--- src/tournament_branch_predictor_unit_defines.svh ---
// Assertion macros shared by the tournament branch predictor RTL.
// Each macro expects signals named clk and rst_n in the module that uses it.
`ifndef TOURNAMENT_BRANCH_PREDICTOR_UNIT_DEFINES_SVH
`define TOURNAMENT_BRANCH_PREDICTOR_UNIT_DEFINES_SVH

// Same-cycle implication, checked on every rising edge outside reset.
`define TBP_ASSERT_IMPLY(label, ante, cons, msg) \
    label: assert property (@(posedge clk) disable iff (!rst_n) (ante) |-> (cons)) \
        else $error(msg);

// Next-cycle implication, checked on every rising edge outside reset.
`define TBP_ASSERT_NEXT(label, ante, cons, msg) \
    label: assert property (@(posedge clk) disable iff (!rst_n) (ante) |=> (cons)) \
        else $error(msg);

`endif

--- src/tbp_modc.sv ---
// Two-stage remainder by a constant divisor, using a reciprocal multiply and one correction.
// Standalone; used twice by tbp_index.
`timescale 1ns / 1ps
`default_nettype none

module tbp_modc #(
    parameter int IN_W    = 32,
    parameter int DIVISOR = 2048,
    parameter int OUT_W   = $clog2(DIVISOR)
) (
    input  wire logic             clk,
    input  wire logic             en,
    input  wire logic [IN_W-1:0]  x,
    output logic      [OUT_W-1:0] r
);

    localparam int EW = IN_W + 1;
    localparam int LW = OUT_W + 1;
    localparam logic [EW-1:0] RECIP  = EW'((64'd1 << EW) / 64'(DIVISOR));
    localparam logic [LW-1:0] DIV_LW = LW'(DIVISOR);

    logic [EW-1:0]   xe;
    logic [2*EW-1:0] prod;
    logic [EW-1:0]   q_reg;
    logic [LW-1:0]   xlo_reg;
    logic [LW-1:0]   qd;
    logic [LW-1:0]   rem0;
    logic [LW-1:0]   rem1;
    logic [OUT_W-1:0] r_reg;

    assign xe   = {1'b0, x};
    assign prod = {{EW{1'b0}}, xe} * {{EW{1'b0}}, RECIP};

    // The quotient estimate is low by at most one, so the true remainder is
    // below twice the divisor and fits in the low LW bits.
    assign qd   = q_reg[LW-1:0] * DIV_LW;
    assign rem0 = xlo_reg - qd;
    assign rem1 = (rem0 >= DIV_LW) ? rem0 - DIV_LW : rem0;

    always_ff @(posedge clk)
    begin
        if (en)
        begin
            q_reg   <= prod[2*EW-1:EW];
            xlo_reg <= xe[LW-1:0];
            r_reg   <= rem1[OUT_W-1:0];
        end
    end

    assign r = r_reg;

endmodule

`default_nettype wire

--- src/tbp_index.sv ---
// Index pipeline: bimodal index from the address, then gshare index from it and the history.
// Depends on tbp_modc.
`timescale 1ns / 1ps
`default_nettype none

module tbp_index #(
    parameter int TABLE_ENTRIES = 2048,
    parameter int HISTORY_BITS  = 11,
    parameter int IDX_W         = $clog2(TABLE_ENTRIES)
) (
    input  wire logic                    clk,
    input  wire logic                    rst_n,
    input  wire logic                    adv,
    input  wire logic                    accept,
    input  wire logic [31:0]             branch_address,
    input  wire logic                    taken,
    input  wire logic [HISTORY_BITS-1:0] hist,
    output logic                         rd_valid,
    output logic                         rd_taken,
    output logic      [IDX_W-1:0]        rd_bidx,
    output logic      [IDX_W-1:0]        rd_gidx
);

    localparam int XW = (IDX_W > HISTORY_BITS) ? IDX_W : HISTORY_BITS;

    logic [3:0]              vld_reg;
    logic                    s1_taken_reg;
    logic [HISTORY_BITS-1:0] s1_hist_reg;
    logic                    s2_taken_reg;
    logic [HISTORY_BITS-1:0] s2_hist_reg;
    logic                    s3_taken_reg;
    logic [IDX_W-1:0]        s3_bidx_reg;
    logic                    s4_taken_reg;
    logic [IDX_W-1:0]        s4_bidx_reg;
    logic [IDX_W-1:0]        bidx;
    logic [IDX_W-1:0]        gidx;
    logic [XW-1:0]           gx;

    always_ff @(posedge clk or negedge rst_n)
    begin
        if (!rst_n)
        begin
            vld_reg <= '0;
        end
        else if (adv)
        begin
            vld_reg <= {vld_reg[2:0], accept};
        end
    end

    always_ff @(posedge clk)
    begin
        if (adv)
        begin
            s1_taken_reg <= taken;
            s1_hist_reg  <= hist;
            s2_taken_reg <= s1_taken_reg;
            s2_hist_reg  <= s1_hist_reg;
            s3_taken_reg <= s2_taken_reg;
            s3_bidx_reg  <= bidx;
            s4_taken_reg <= s3_taken_reg;
            s4_bidx_reg  <= s3_bidx_reg;
        end
    end

    tbp_modc #(
        .IN_W    (32),
        .DIVISOR (TABLE_ENTRIES),
        .OUT_W   (IDX_W)
    ) u_bidx_mod (
        .clk (clk),
        .en  (adv),
        .x   (branch_address),
        .r   (bidx)
    );

    assign gx = XW'(bidx) ^ XW'(s2_hist_reg);

    tbp_modc #(
        .IN_W    (XW),
        .DIVISOR (TABLE_ENTRIES),
        .OUT_W   (IDX_W)
    ) u_gidx_mod (
        .clk (clk),
        .en  (adv),
        .x   (gx),
        .r   (gidx)
    );

    assign rd_valid = vld_reg[3];
    assign rd_taken = s4_taken_reg;
    assign rd_bidx  = s4_bidx_reg;
    assign rd_gidx  = gidx;

endmodule

`default_nettype wire

--- config.mk ---
export PLATFORM = sky130hd
export DESIGN_NAME = tbp_index
export DESIGN_NICKNAME = d
export VERILOG_FILES = /design/src/tournament_branch_predictor_unit_defines.svh /design/src/tbp_modc.sv /design/src/tbp_index.sv
export SDC_FILE = /design/constraint.sdc
export NUM_CORES = 1
export LEC_CHECK = 0
export CAP_MARGIN = 20
export CELL_PAD_IN_SITES_DETAIL_PLACEMENT = 1
export CELL_PAD_IN_SITES_GLOBAL_PLACEMENT = 1
export CORE_MARGIN = 4
export CORE_UTILIZATION = 45
export CTS_CLUSTER_DIAMETER = 150
export DETAILED_ROUTE_END_ITERATION = 10
export DONT_BUFFER_PORTS = 1
export PLACE_DENSITY_LB_ADDON = 0.1
export SYNTH_ARGS = -nofsm -noshare
export SYNTH_HDL_FRONTEND = slang
export SYNTH_HIERARCHICAL = 1
export SYNTH_SLANG_ARGS = --single-unit
export TNS_END_PERCENT = 1
--- constraint.sdc ---
create_clock -name clk -period 0.96 [get_ports clk]
set_clock_uncertainty 0.1 [all_clocks]
set_input_delay 0.192 -clock clk [delete_from_list [all_inputs] [get_ports clk]]
set_output_delay 0.192 -clock clk [all_outputs]
set_load 0.01 [all_outputs]
-- Yosys cells after proc, flatten, opt, wreduce, memory -nomap -nowiden
Index checks and enable logic that the tools add are counted.
- register bits: 98
- word-level logic and storage cells: 22
- output and inout port bits: 24
- $add $sub $neg: 3
- magnitude comparators: 2
- bitwise operators: 1
- mux-type cells: 2
- operators with widths (cell ; number):
    11-bit 2-to-1 mux ; 2
    11-bit by 1-bit subtractor with 11-bit output (second input constant) ; 2
    11-bit by 12-bit greater-or-equal comparator with 1-bit output (second input constant) ; 1
    12-bit greater-or-equal comparator (second input constant) ; 1
    12-bit subtractor ; 1
    11-bit bitwise XOR ; 1

-- Logic depth before layout (Yosys ltp)
Gate-level depths: netlist of the first run.
- depth in word-level cells: 3
- gate-level depth with buffers: 1
- depth with buffers taken out: 1

-- Hierarchy
Netlist of the first run, hierarchy kept.
- modules (own cells, without submodules) (module ; area an instance (um^2) ; times used ; cells an instance ; seq. area each (um^2)):
    tbp_index ; 1682.9 ; 1 ; 67 ; 1541.5
    tbp_modc ; 660.6 ; 2 ; 22 ; 660.6

-- Worst setup path before layout of the first run
Ideal clock, no wire load.
- path kind: register to register
- from: register, netlist name vld_reg[3]
- to: register vld_reg[3]
- path slack: 91 ps
- arrival: 645 ps
- cell stages (with the launch flop): 2
- path buffers: 0
- clock period less this slack: 869 ps
- required time: 735 ps
- cell sequence: dfrtp_1 > mux2_2
- RTL lines (what ; line ; text):
    to (signal assigned) ; tbp_index.sv:47 ; vld_reg <= {vld_reg[2:0], accept};
    to (decl) ; tbp_index.sv:26 ; logic [3:0] vld_reg;

-- Worst setup path in the final report of the first run
- from: register vld_reg[3]
- to: output port rd_valid
- RTL lines (what ; line ; text):
    to (decl) ; tbp_index.sv:18 ; output logic rd_valid,
No word-level cell between the ends.

==> results.env, run 1 <==
RRSETUPSLACK_NS=-0.15
GRT_PASS1_VIAS=1140
FINALWEIGHTEDCONGESTION=0.6117
CORE-AREA_MM2=0.006422
GRT_USAGE_PCT=9.587
DRT.ANTENNA.VIOLATING_NETS=0
OVERFLOW=0
SEQ_CELLS_POST_SYNTH=96
HOLD_BUFFERS=26
GRT_PASS1_WL_UM=5609
SLEW_HEADROOM_PCT=87.53
WORST_PIN_SLEW_NS=0.1865
CTS_BUFFER_DEPTH=2
SYNTHTOLAYOUTAREAGROWTH_PCT=19.74
CRITPATHLAUNCHTYPE='flip-flop'
CTS_SINKS=96
CRIT_PATH_TOP_DELAY_CELL='sky130_fd_sc_hd__dfrtp_1'
NUM_VIAS=1099
GRT_SETUP_UNREPAIRED='true'
LAYOUT-DRIVE-GT1-SHARE_PCT=13.46
SEQ_TOTAL_AREA_YOSYS_PCT=95.29
NETLIST_AREA_MM2=0.003004
POWER_DENSITY_mW_PER_MM2=2242
WORST-PATH-MAX-FANOUT=2
FINAL_COMMON_CELL='sky130_fd_sc_hd__edfxtp_1'
NUM_ANTENNA_CELLS=0
TIMING.SETUP.CRITICAL_PATH_CLASS='reg2out'
CP_TOP_FAMILY='flip-flops'
YOSYS_WARNINGS=6
DETAILEDROUTE.FIRSTPASSITERATIONCOUNT=2
EFFECTIVE_UTILIZATION_AT_FLOORPLAN_PCT=46.78
AVGSYNTHCELLAREA_UM2=27.06
GRT_ANTENNA_BEFORE_REPAIR=0
IO_PINS=72
FIRST_ITER_VIOLATIONS=45
MIN_PATH_TYPE='in2reg'
WORST_SETUP_PATH_STARTPOINT='vld_reg[3]$_DFFE_PN0P_'
CRIT_REQUIRED_NS=0.67
TIMING.FINAL.CRIT_PERIOD_NS=1.147
DP_SLACK_NS=0.04728
WORST_SETUP_HOLD_PATH_CLK_SLEW_NS=0.08
FINAL_MIN_PERIOD_OVER_CLOCK_PERIOD_PCT=119.4
MAPPEDNETLISTNETS=159
WL_PER_CELL_UM=15.70
STATUS='finished, violations left'
REG2REG_FROM='vld_reg[3]$_DFFE_PN0P_'
YS_TYPES=4
P_LEAK_nW=1.243
DRC=0
CP_DATA_ARRIVAL_TIME_NS=0.85
SETUP_VIOL_COUNT_FINAL=25
CLK_ROOT_BUFFER_CELL='sky130_fd_sc_hd__clkbuf_8'
CLOCK_TREE_FROM_TRITONCTS='built'
FINAL.HOLD.WORST_SLACK_NS=-0.1433
CLOCK_TREE.HTREE_LEVEL_COUNT=3
FILLCELLCOUNT=529
DIE_WIDTH_UM=89.71
POST-ROUTE-WORST-SETUP-SLACK_NS=-0.1865
VIA_PER_INST=4.717
FP-ROW-COUNT=29
FINAL_UTIL_PCT=56.01
HOLDCRITSTARTPOINT='adv'
POST-DP-HPWL_UM=1959
WIRELENGTH_UM=3658
MOST-COMMON-LAYOUT-CELLS='sky130_fd_sc_hd__edfxtp_1, sky130_fd_sc_hd__dlygate4sd3_1, sky130_fd_sc_hd__xor2_1, sky130_fd_sc_hd__clkbuf_8'
NUMCTSBUFFERS=9
VIOLATIONS_IN_THE_FINAL_REPORTS='hold timing, setup timing'
FINALMAXSLEWVIOLATIONS=0
LARGEST_NET_DEGREE_AT_THE_START_OF_GLOBAL_ROUTING=97
NETS=199
FIN_AREA_MM2=0.003597
MAXCLOCKFREQUENCY_GHz=0.8722
MAXCAPVIOLCOUNT=0
SETUP.WORST_PATH.END_CLASS='primary output'
BUFFER_PORTS.INSERTED=0
DESIGN.DIE.AREA_MM2=0.008047
PATH_CELLS='buf_6'
CPPEAKSTAGEDELAY_NS=0.39
IR_DROP_mV=1.206
CP.BUFFERS_INVERTERS=1
SYN_INST=111
DIE_HEIGHT_UM=89.71
CLOCK_LATENCY_NS=0.34
PLACEMENT.CELL_AREA_MM2=0.003108
FINAL_HOLD_FAILS=96
==> synth_stat cells <==
| master | n | area [um^2] |
|---|---|---|
| sky130_fd_sc_hd__dfrtp_1 | 4 | 100.1 |
| sky130_fd_sc_hd__mux2_2 | 4 | 45.04 |
| sky130_fd_sc_hd__edfxtp_1 | 92 | 2763 |
| sky130_fd_sc_hd__xor2_1 | 11 | 96.34 |
==> worst reg2reg max path, cell delays in order, from the launching register on <==
cell                      delay, ns
sky130_fd_sc_hd__dfrtp_1       0.39
sky130_fd_sc_hd__buf_4         0.13
sky130_fd_sc_hd__buf_4         0.12
sky130_fd_sc_hd__mux2_2        0.25
==> area by class of cell <==
cell class	instances	area, um^2	share of cell area [%]
Tap cell	77	96.34	2.678
Clock inverter	7	86.33	2.400
Timing Repair Buffer	29	286.5	7.965
Clock buffer	9	123.9	3.443
Multi-Input combinational cell	15	141.4	3.930
Sequential cell	96	2863	79.58
==> repair_timing <==
action	in CTS	in global routing
gates resized for setup	1	0
endpoints found under the setup margin	24	25
endpoints found under the hold margin	123	96
buffers inserted	1	1
==> stage by stage <==
stage,instances,setup TNS (ns),total power [mW],hold WS [ns]
after detailed placement,189,0,5.306,-0.2035
after global placement,189,0,5.274,-0.2035
after global routing,233,-3.909,8.413,-0.1773
after floorplan,111,0,5.235,-0.2036
after CTS,232,-3.324,8.144,-0.1587
final,233,-2.872,8.066,-0.1433
==> final timing paths <==
| check | end | cells past startpoint |
|---|---|---|
| worst max-delay path | rd_valid | 1 |
| worst min-delay path | s1_hist_reg[2]$_DFFE_PP_ | 0 |
| worst max register to register | vld_reg[3]$_DFFE_PN0P_ | 3 |
| worst min register to register | u_bidx_mod/r[7]$_DFFE_PP_ | 0 |
| max in group asynchronous | vld_reg[1]$_DFFE_PN0P_ | 2 |
| min in group asynchronous | vld_reg[2]$_DFFE_PN0P_ | 2 |
==> metal layers <==
metal,vias to the layer above,part of all wire [%],track usage [%]
met5,-,0,0
met4,0,1.5,5.364
met3,7,4.9,4.174
met2,34,56,16.67
met1,542,37,9.579
li1,516,-,-
==> cell families (layout without fill, tap and decap cells) <==
group | count (synthesis) | in the layout | synth area share [%]
muxes | 4 | 4 | 1.499
DFF | 96 | 96 | 95.29
xor gates and xnor gates | 11 | 11 | 3.207
buffers and inverters | 0 | 45 | 0
==> where the power goes <==
part           switching [mW]  total [mW]  internal [mW]
clock                    1.30        2.74           1.45
combinational          0.0539       0.212          0.158
sequential              0.143        5.11           4.97
Note: power is estimated with default switching activity, not from simulation.
==> inputs of run 2 (changes only) <==
--- a/config.mk
+++ b/config.mk
@@ -16,6 +16,5 @@
 export PLACE_DENSITY_LB_ADDON = 0.1
 export SYNTH_ARGS = -nofsm -noshare
 export SYNTH_HDL_FRONTEND = slang
-export SYNTH_HIERARCHICAL = 1
 export SYNTH_SLANG_ARGS = --single-unit
 export TNS_END_PERCENT = 1
==> results.env, run 2 <==
CPPEAKSTAGEDELAY_NS=0.39  # about the same
SYNTH_ENABLE_FLOP_CELLS=92  # unchanged
LAYOUT-DRIVE-GT1-SHARE_PCT=12.99  # -0.47 points
STATUS='finished, violations left'
TIMING.SETUP.CRITICAL_PATH_CLASS='reg2out'
FINAL.HOLD.WORST_SLACK_NS=-0.1444  # -0.001106 ns
GRT_PASS1_VIAS=1193  # +4.6%
CP_TOP_FAMILY='flip-flops'
FIRST_ITER_VIOLATIONS=68  # +51%
INTERNAL_POWER_mW=6.837  # +4.0%
TIMING.HOLD.WORST_ENDPOINT='u_bidx_mod.xlo_reg[3]$_DFFE_PP_'
REG2REG_FROM='u_bidx_mod.r[8]$_DFFE_PP_'
SETUP.WORST_PATH.END_CLASS='primary output'
NETLIST_AREA_MM2=0.003004  # unchanged
WORST_SETUP_HOLD_PATH_CLK_SLEW_NS=0.09  # about the same
CP_DATA_ARRIVAL_TIME_NS=0.85  # about the same
NETLIST.TOP_CELL.BY_AREA='sky130_fd_sc_hd__edfxtp_1'
GRT_SETUP_UNREPAIRED='true'
RRSETUPSLACK_NS=0.03  # +0.18 ns
NUM_ANTENNA_CELLS=0  # unchanged
MAPPEDNETLISTNETS=159  # unchanged
NUM_VIAS=1097  # -0.18%
OVERFLOW=0  # unchanged
IR_DROP_mV=0.9631  # -20%
DESIGN.DIE.AREA_MM2=0.008047  # unchanged
DETAILEDROUTE.FIRSTPASSITERATIONCOUNT=2  # unchanged
SYNTH-MAIN-FF-CELL='sky130_fd_sc_hd__edfxtp_1'
FP-ROW-COUNT=29  # unchanged
SEQ_TOTAL_AREA_YOSYS_PCT=95.29  # unchanged
CRITICAL_PATH.REG2REG.ENDPOINT='u_gidx_mod.xlo_reg[8]$_DFFE_PP_'
AVGSYNTHCELLAREA_UM2=27.06  # unchanged
CTS_SINKS=96  # unchanged
TIMING.FINAL.CRIT_PERIOD_NS=1.143  # -0.003981 ns
PATH_CELLS='buf_6'
FIN_SETUP_TNS_NS=-2.636  # +0.2363 ns
FINALWEIGHTEDCONGESTION=0.6355  # +3.9%
YOSYS.CELL_COUNT.TOP_TYPE='sky130_fd_sc_hd__edfxtp_1'
VIA_PER_INST=4.749  # +0.68%
DIE_HEIGHT_UM=89.71  # unchanged
POST-ROUTE-WORST-SETUP-SLACK_NS=-0.1825  # +0.003981 ns
SLEW_HEADROOM_PCT=87.62  # +0.088 points
NETS=197  # -1.0%
GRT_USAGE_PCT=9.368  # -0.22 points
CRITPATHLAUNCHTYPE='flip-flop'
BUFFER_PORTS.INSERTED=0  # unchanged
CLOCK_TREE.HTREE_LEVEL_COUNT=3  # unchanged
NETSWITCHINGPOWER_mW=1.504  # +0.62%
P_LEAK_nW=1.247  # +0.31%
SYN_INST=111  # unchanged
MAXCLOCKFREQUENCY_GHz=0.8752  # +0.35%
POWER_DENSITY_mW_PER_MM2=2309  # +3.0%
CLK_ROOT_BUFFER_CELL='sky130_fd_sc_hd__clkbuf_8'
SYNTH_AREA_LEADERS='sky130_fd_sc_hd__edfxtp_1, sky130_fd_sc_hd__dfrtp_1, sky130_fd_sc_hd__xor2_1, sky130_fd_sc_hd__mux2_2'
VIOLATIONS_IN_THE_FINAL_REPORTS='hold timing, setup timing'
CORE-AREA_MM2=0.006422  # unchanged
HOLD_BUFFERS=26  # unchanged
MAXCAPVIOLCOUNT=0  # unchanged
CLOCK_TREE_FROM_TRITONCTS='built'
YS_TYPES=4  # unchanged
SYNTHTOLAYOUTAREAGROWTH_PCT=20.24
CLOCK_LATENCY_NS=0.34  # about the same
MIN_PATH_TYPE='in2reg'
CRIT_REQUIRED_NS=0.67  # about the same
SEQ_CELLS_POST_SYNTH=96  # unchanged
MIN_PATH_CELLS=0  # unchanged
SWSHARE_PCT=18.03  # -0.50 points
FINAL_COMMON_CELL='sky130_fd_sc_hd__edfxtp_1'
DRC=0  # unchanged
NUMCTSBUFFERS=9  # unchanged
CRIT_PATH_TOP_DELAY_CELL='sky130_fd_sc_hd__dfrtp_1'
MOST-COMMON-LAYOUT-CELLS='sky130_fd_sc_hd__edfxtp_1, sky130_fd_sc_hd__dlygate4sd3_1, sky130_fd_sc_hd__xor2_1, sky130_fd_sc_hd__clkbuf_8'
FINALMAXSLEWVIOLATIONS=0  # unchanged
SEQPWRFRAC_PCT=61.2  # -2.2 points
YOSYS_WARNINGS=0  # -6
YS_TOP_CELLS_BY_COUNT='sky130_fd_sc_hd__edfxtp_1, sky130_fd_sc_hd__xor2_1, sky130_fd_sc_hd__dfrtp_1, sky130_fd_sc_hd__mux2_2'
FINAL_MIN_PERIOD_OVER_CLOCK_PERIOD_PCT=119.0  # -0.41 points
WL_PER_CELL_UM=15.68  # -0.15%
ASYNC_FLOP_SHARE_PCT=4.167  # unchanged
DRT.ANTENNA.VIOLATING_NETS=0  # unchanged
WORST-PATH-MAX-FANOUT=2  # unchanged
POWER.COMBINATIONAL.FRACTION_PCT=2.2  # -0.4 points
DIE_WIDTH_UM=89.71  # unchanged
FINAL_HOLD_FAILS=94  # -2.1%
IO_PINS=72  # unchanged
CLOCKPOWERSHARE_PCT=36.5  # +2.5 points
WORST_SETUP_PATH_STARTPOINT='vld_reg[3]$_DFFE_PN0P_'
WIRELENGTH_UM=3621  # -1.0%
HOLDCRITSTARTPOINT='adv'
WORST_PIN_SLEW_NS=0.1851  # -0.001317 ns
CTS_BUFFER_DEPTH=2  # unchanged
TOTAL_POWER_mW=8.341  # +3.4%
TIMING.REG2REG.WORST_PATH_DEPTH=1  # -2
CP.BUFFERS_INVERTERS=1  # unchanged
LARGEST_NET_DEGREE_AT_THE_START_OF_GLOBAL_ROUTING=97  # unchanged
EFFECTIVE_UTILIZATION_AT_FLOORPLAN_PCT=46.78  # unchanged
POST-DP-HPWL_UM=1975  # +0.80%
GRT_ANTENNA_BEFORE_REPAIR=0  # unchanged
SETUP_VIOL_COUNT_FINAL=24  # -4.0%
SYNTHDOMINANTCELLAREASHARE_PCT=91.96  # unchanged
GRT_PASS1_WL_UM=5561  # -0.86%
[run 2: power groups by stage]
stage                     Clock [mW]  Combinational [mW]  Sequential [mW]
after floorplan                    0              0.0592             5.18
after global placement             0              0.0843             5.19
after detailed placement           0              0.0890             5.21
after CTS                       3.14               0.185             5.12
after global routing            3.29               0.200             5.14
final                           3.05               0.185             5.11
[run 2: per-stage QoR]
stage / util [%] / std cells / worst slack (ns) / hold WS (ns) / cell area, um^2
6_report: 56.24 / 231 / -0.1825 / -0.1444 / 3612
5_1_grt: 56.24 / 231 / -0.2277 / -0.1750 / 3612
4_1_cts: 56.24 / 231 / -0.2092 / -0.1633 / 3612
3_5_place_dp: 48.39 / 189 / 0.05434 / -0.2035 / 3108
3_3_place_gp: 48.39 / 189 / 0.06972 / -0.2035 / 3108
2_1_floorplan: - / 111 / 0.09074 / -0.2036 / 3004
[run 2: worst max-delay path by stage]
stage / endpoint / slack (ns) / cells past startpoint
after floorplan: vld_reg[3]$_DFFE_PN0P_ / 0.09 / 1
after global placement: u_gidx_mod.xlo_reg[7]$_DFFE_PP_ / 0.07 / 1
after detailed placement: u_gidx_mod.xlo_reg[5]$_DFFE_PP_ / 0.05 / 1
after CTS: rd_valid / -0.21 / 1
after global routing: rd_valid / -0.23 / 1
final: rd_valid / -0.18 / 1
[run 2: cell type report]
class	count	area (um^2)
sequential	96	2863
fill	528	2810
timing repair buffer	27	271.5
multi-input combinational	15	141.4
clock inverter	7	116.4
tap	77	96.34
clock buffer	9	123.9
[run 2: cells by family (layout without fill, tap and decap cells)]
kind of cell	Yosys count	in the layout	share of synthesized area, %
xor+xnor	11	11	3.207
buf+inv	0	43	0
mux	4	4	1.499
flops	96	96	95.29
[run 2: layer usage]
metal  global-route usage, %  vias up  part of all wire, %
met4                   7.280        0                  3.0
met1                   9.292      542                   38
met5                       0        -                    0
met3                   2.838       11                  3.9
met2                   16.29       35                   55
li1                        -      509                    -
[run 2: what timing repair did]
action / 4_1_cts / 5_1_grt
gates resized for setup: 1 / 0
hold endpoints to repair: 123 / 96
buffers inserted: 0 / 0
endpoints found under the setup margin: 24 / 25
pin swaps: 0 / 0
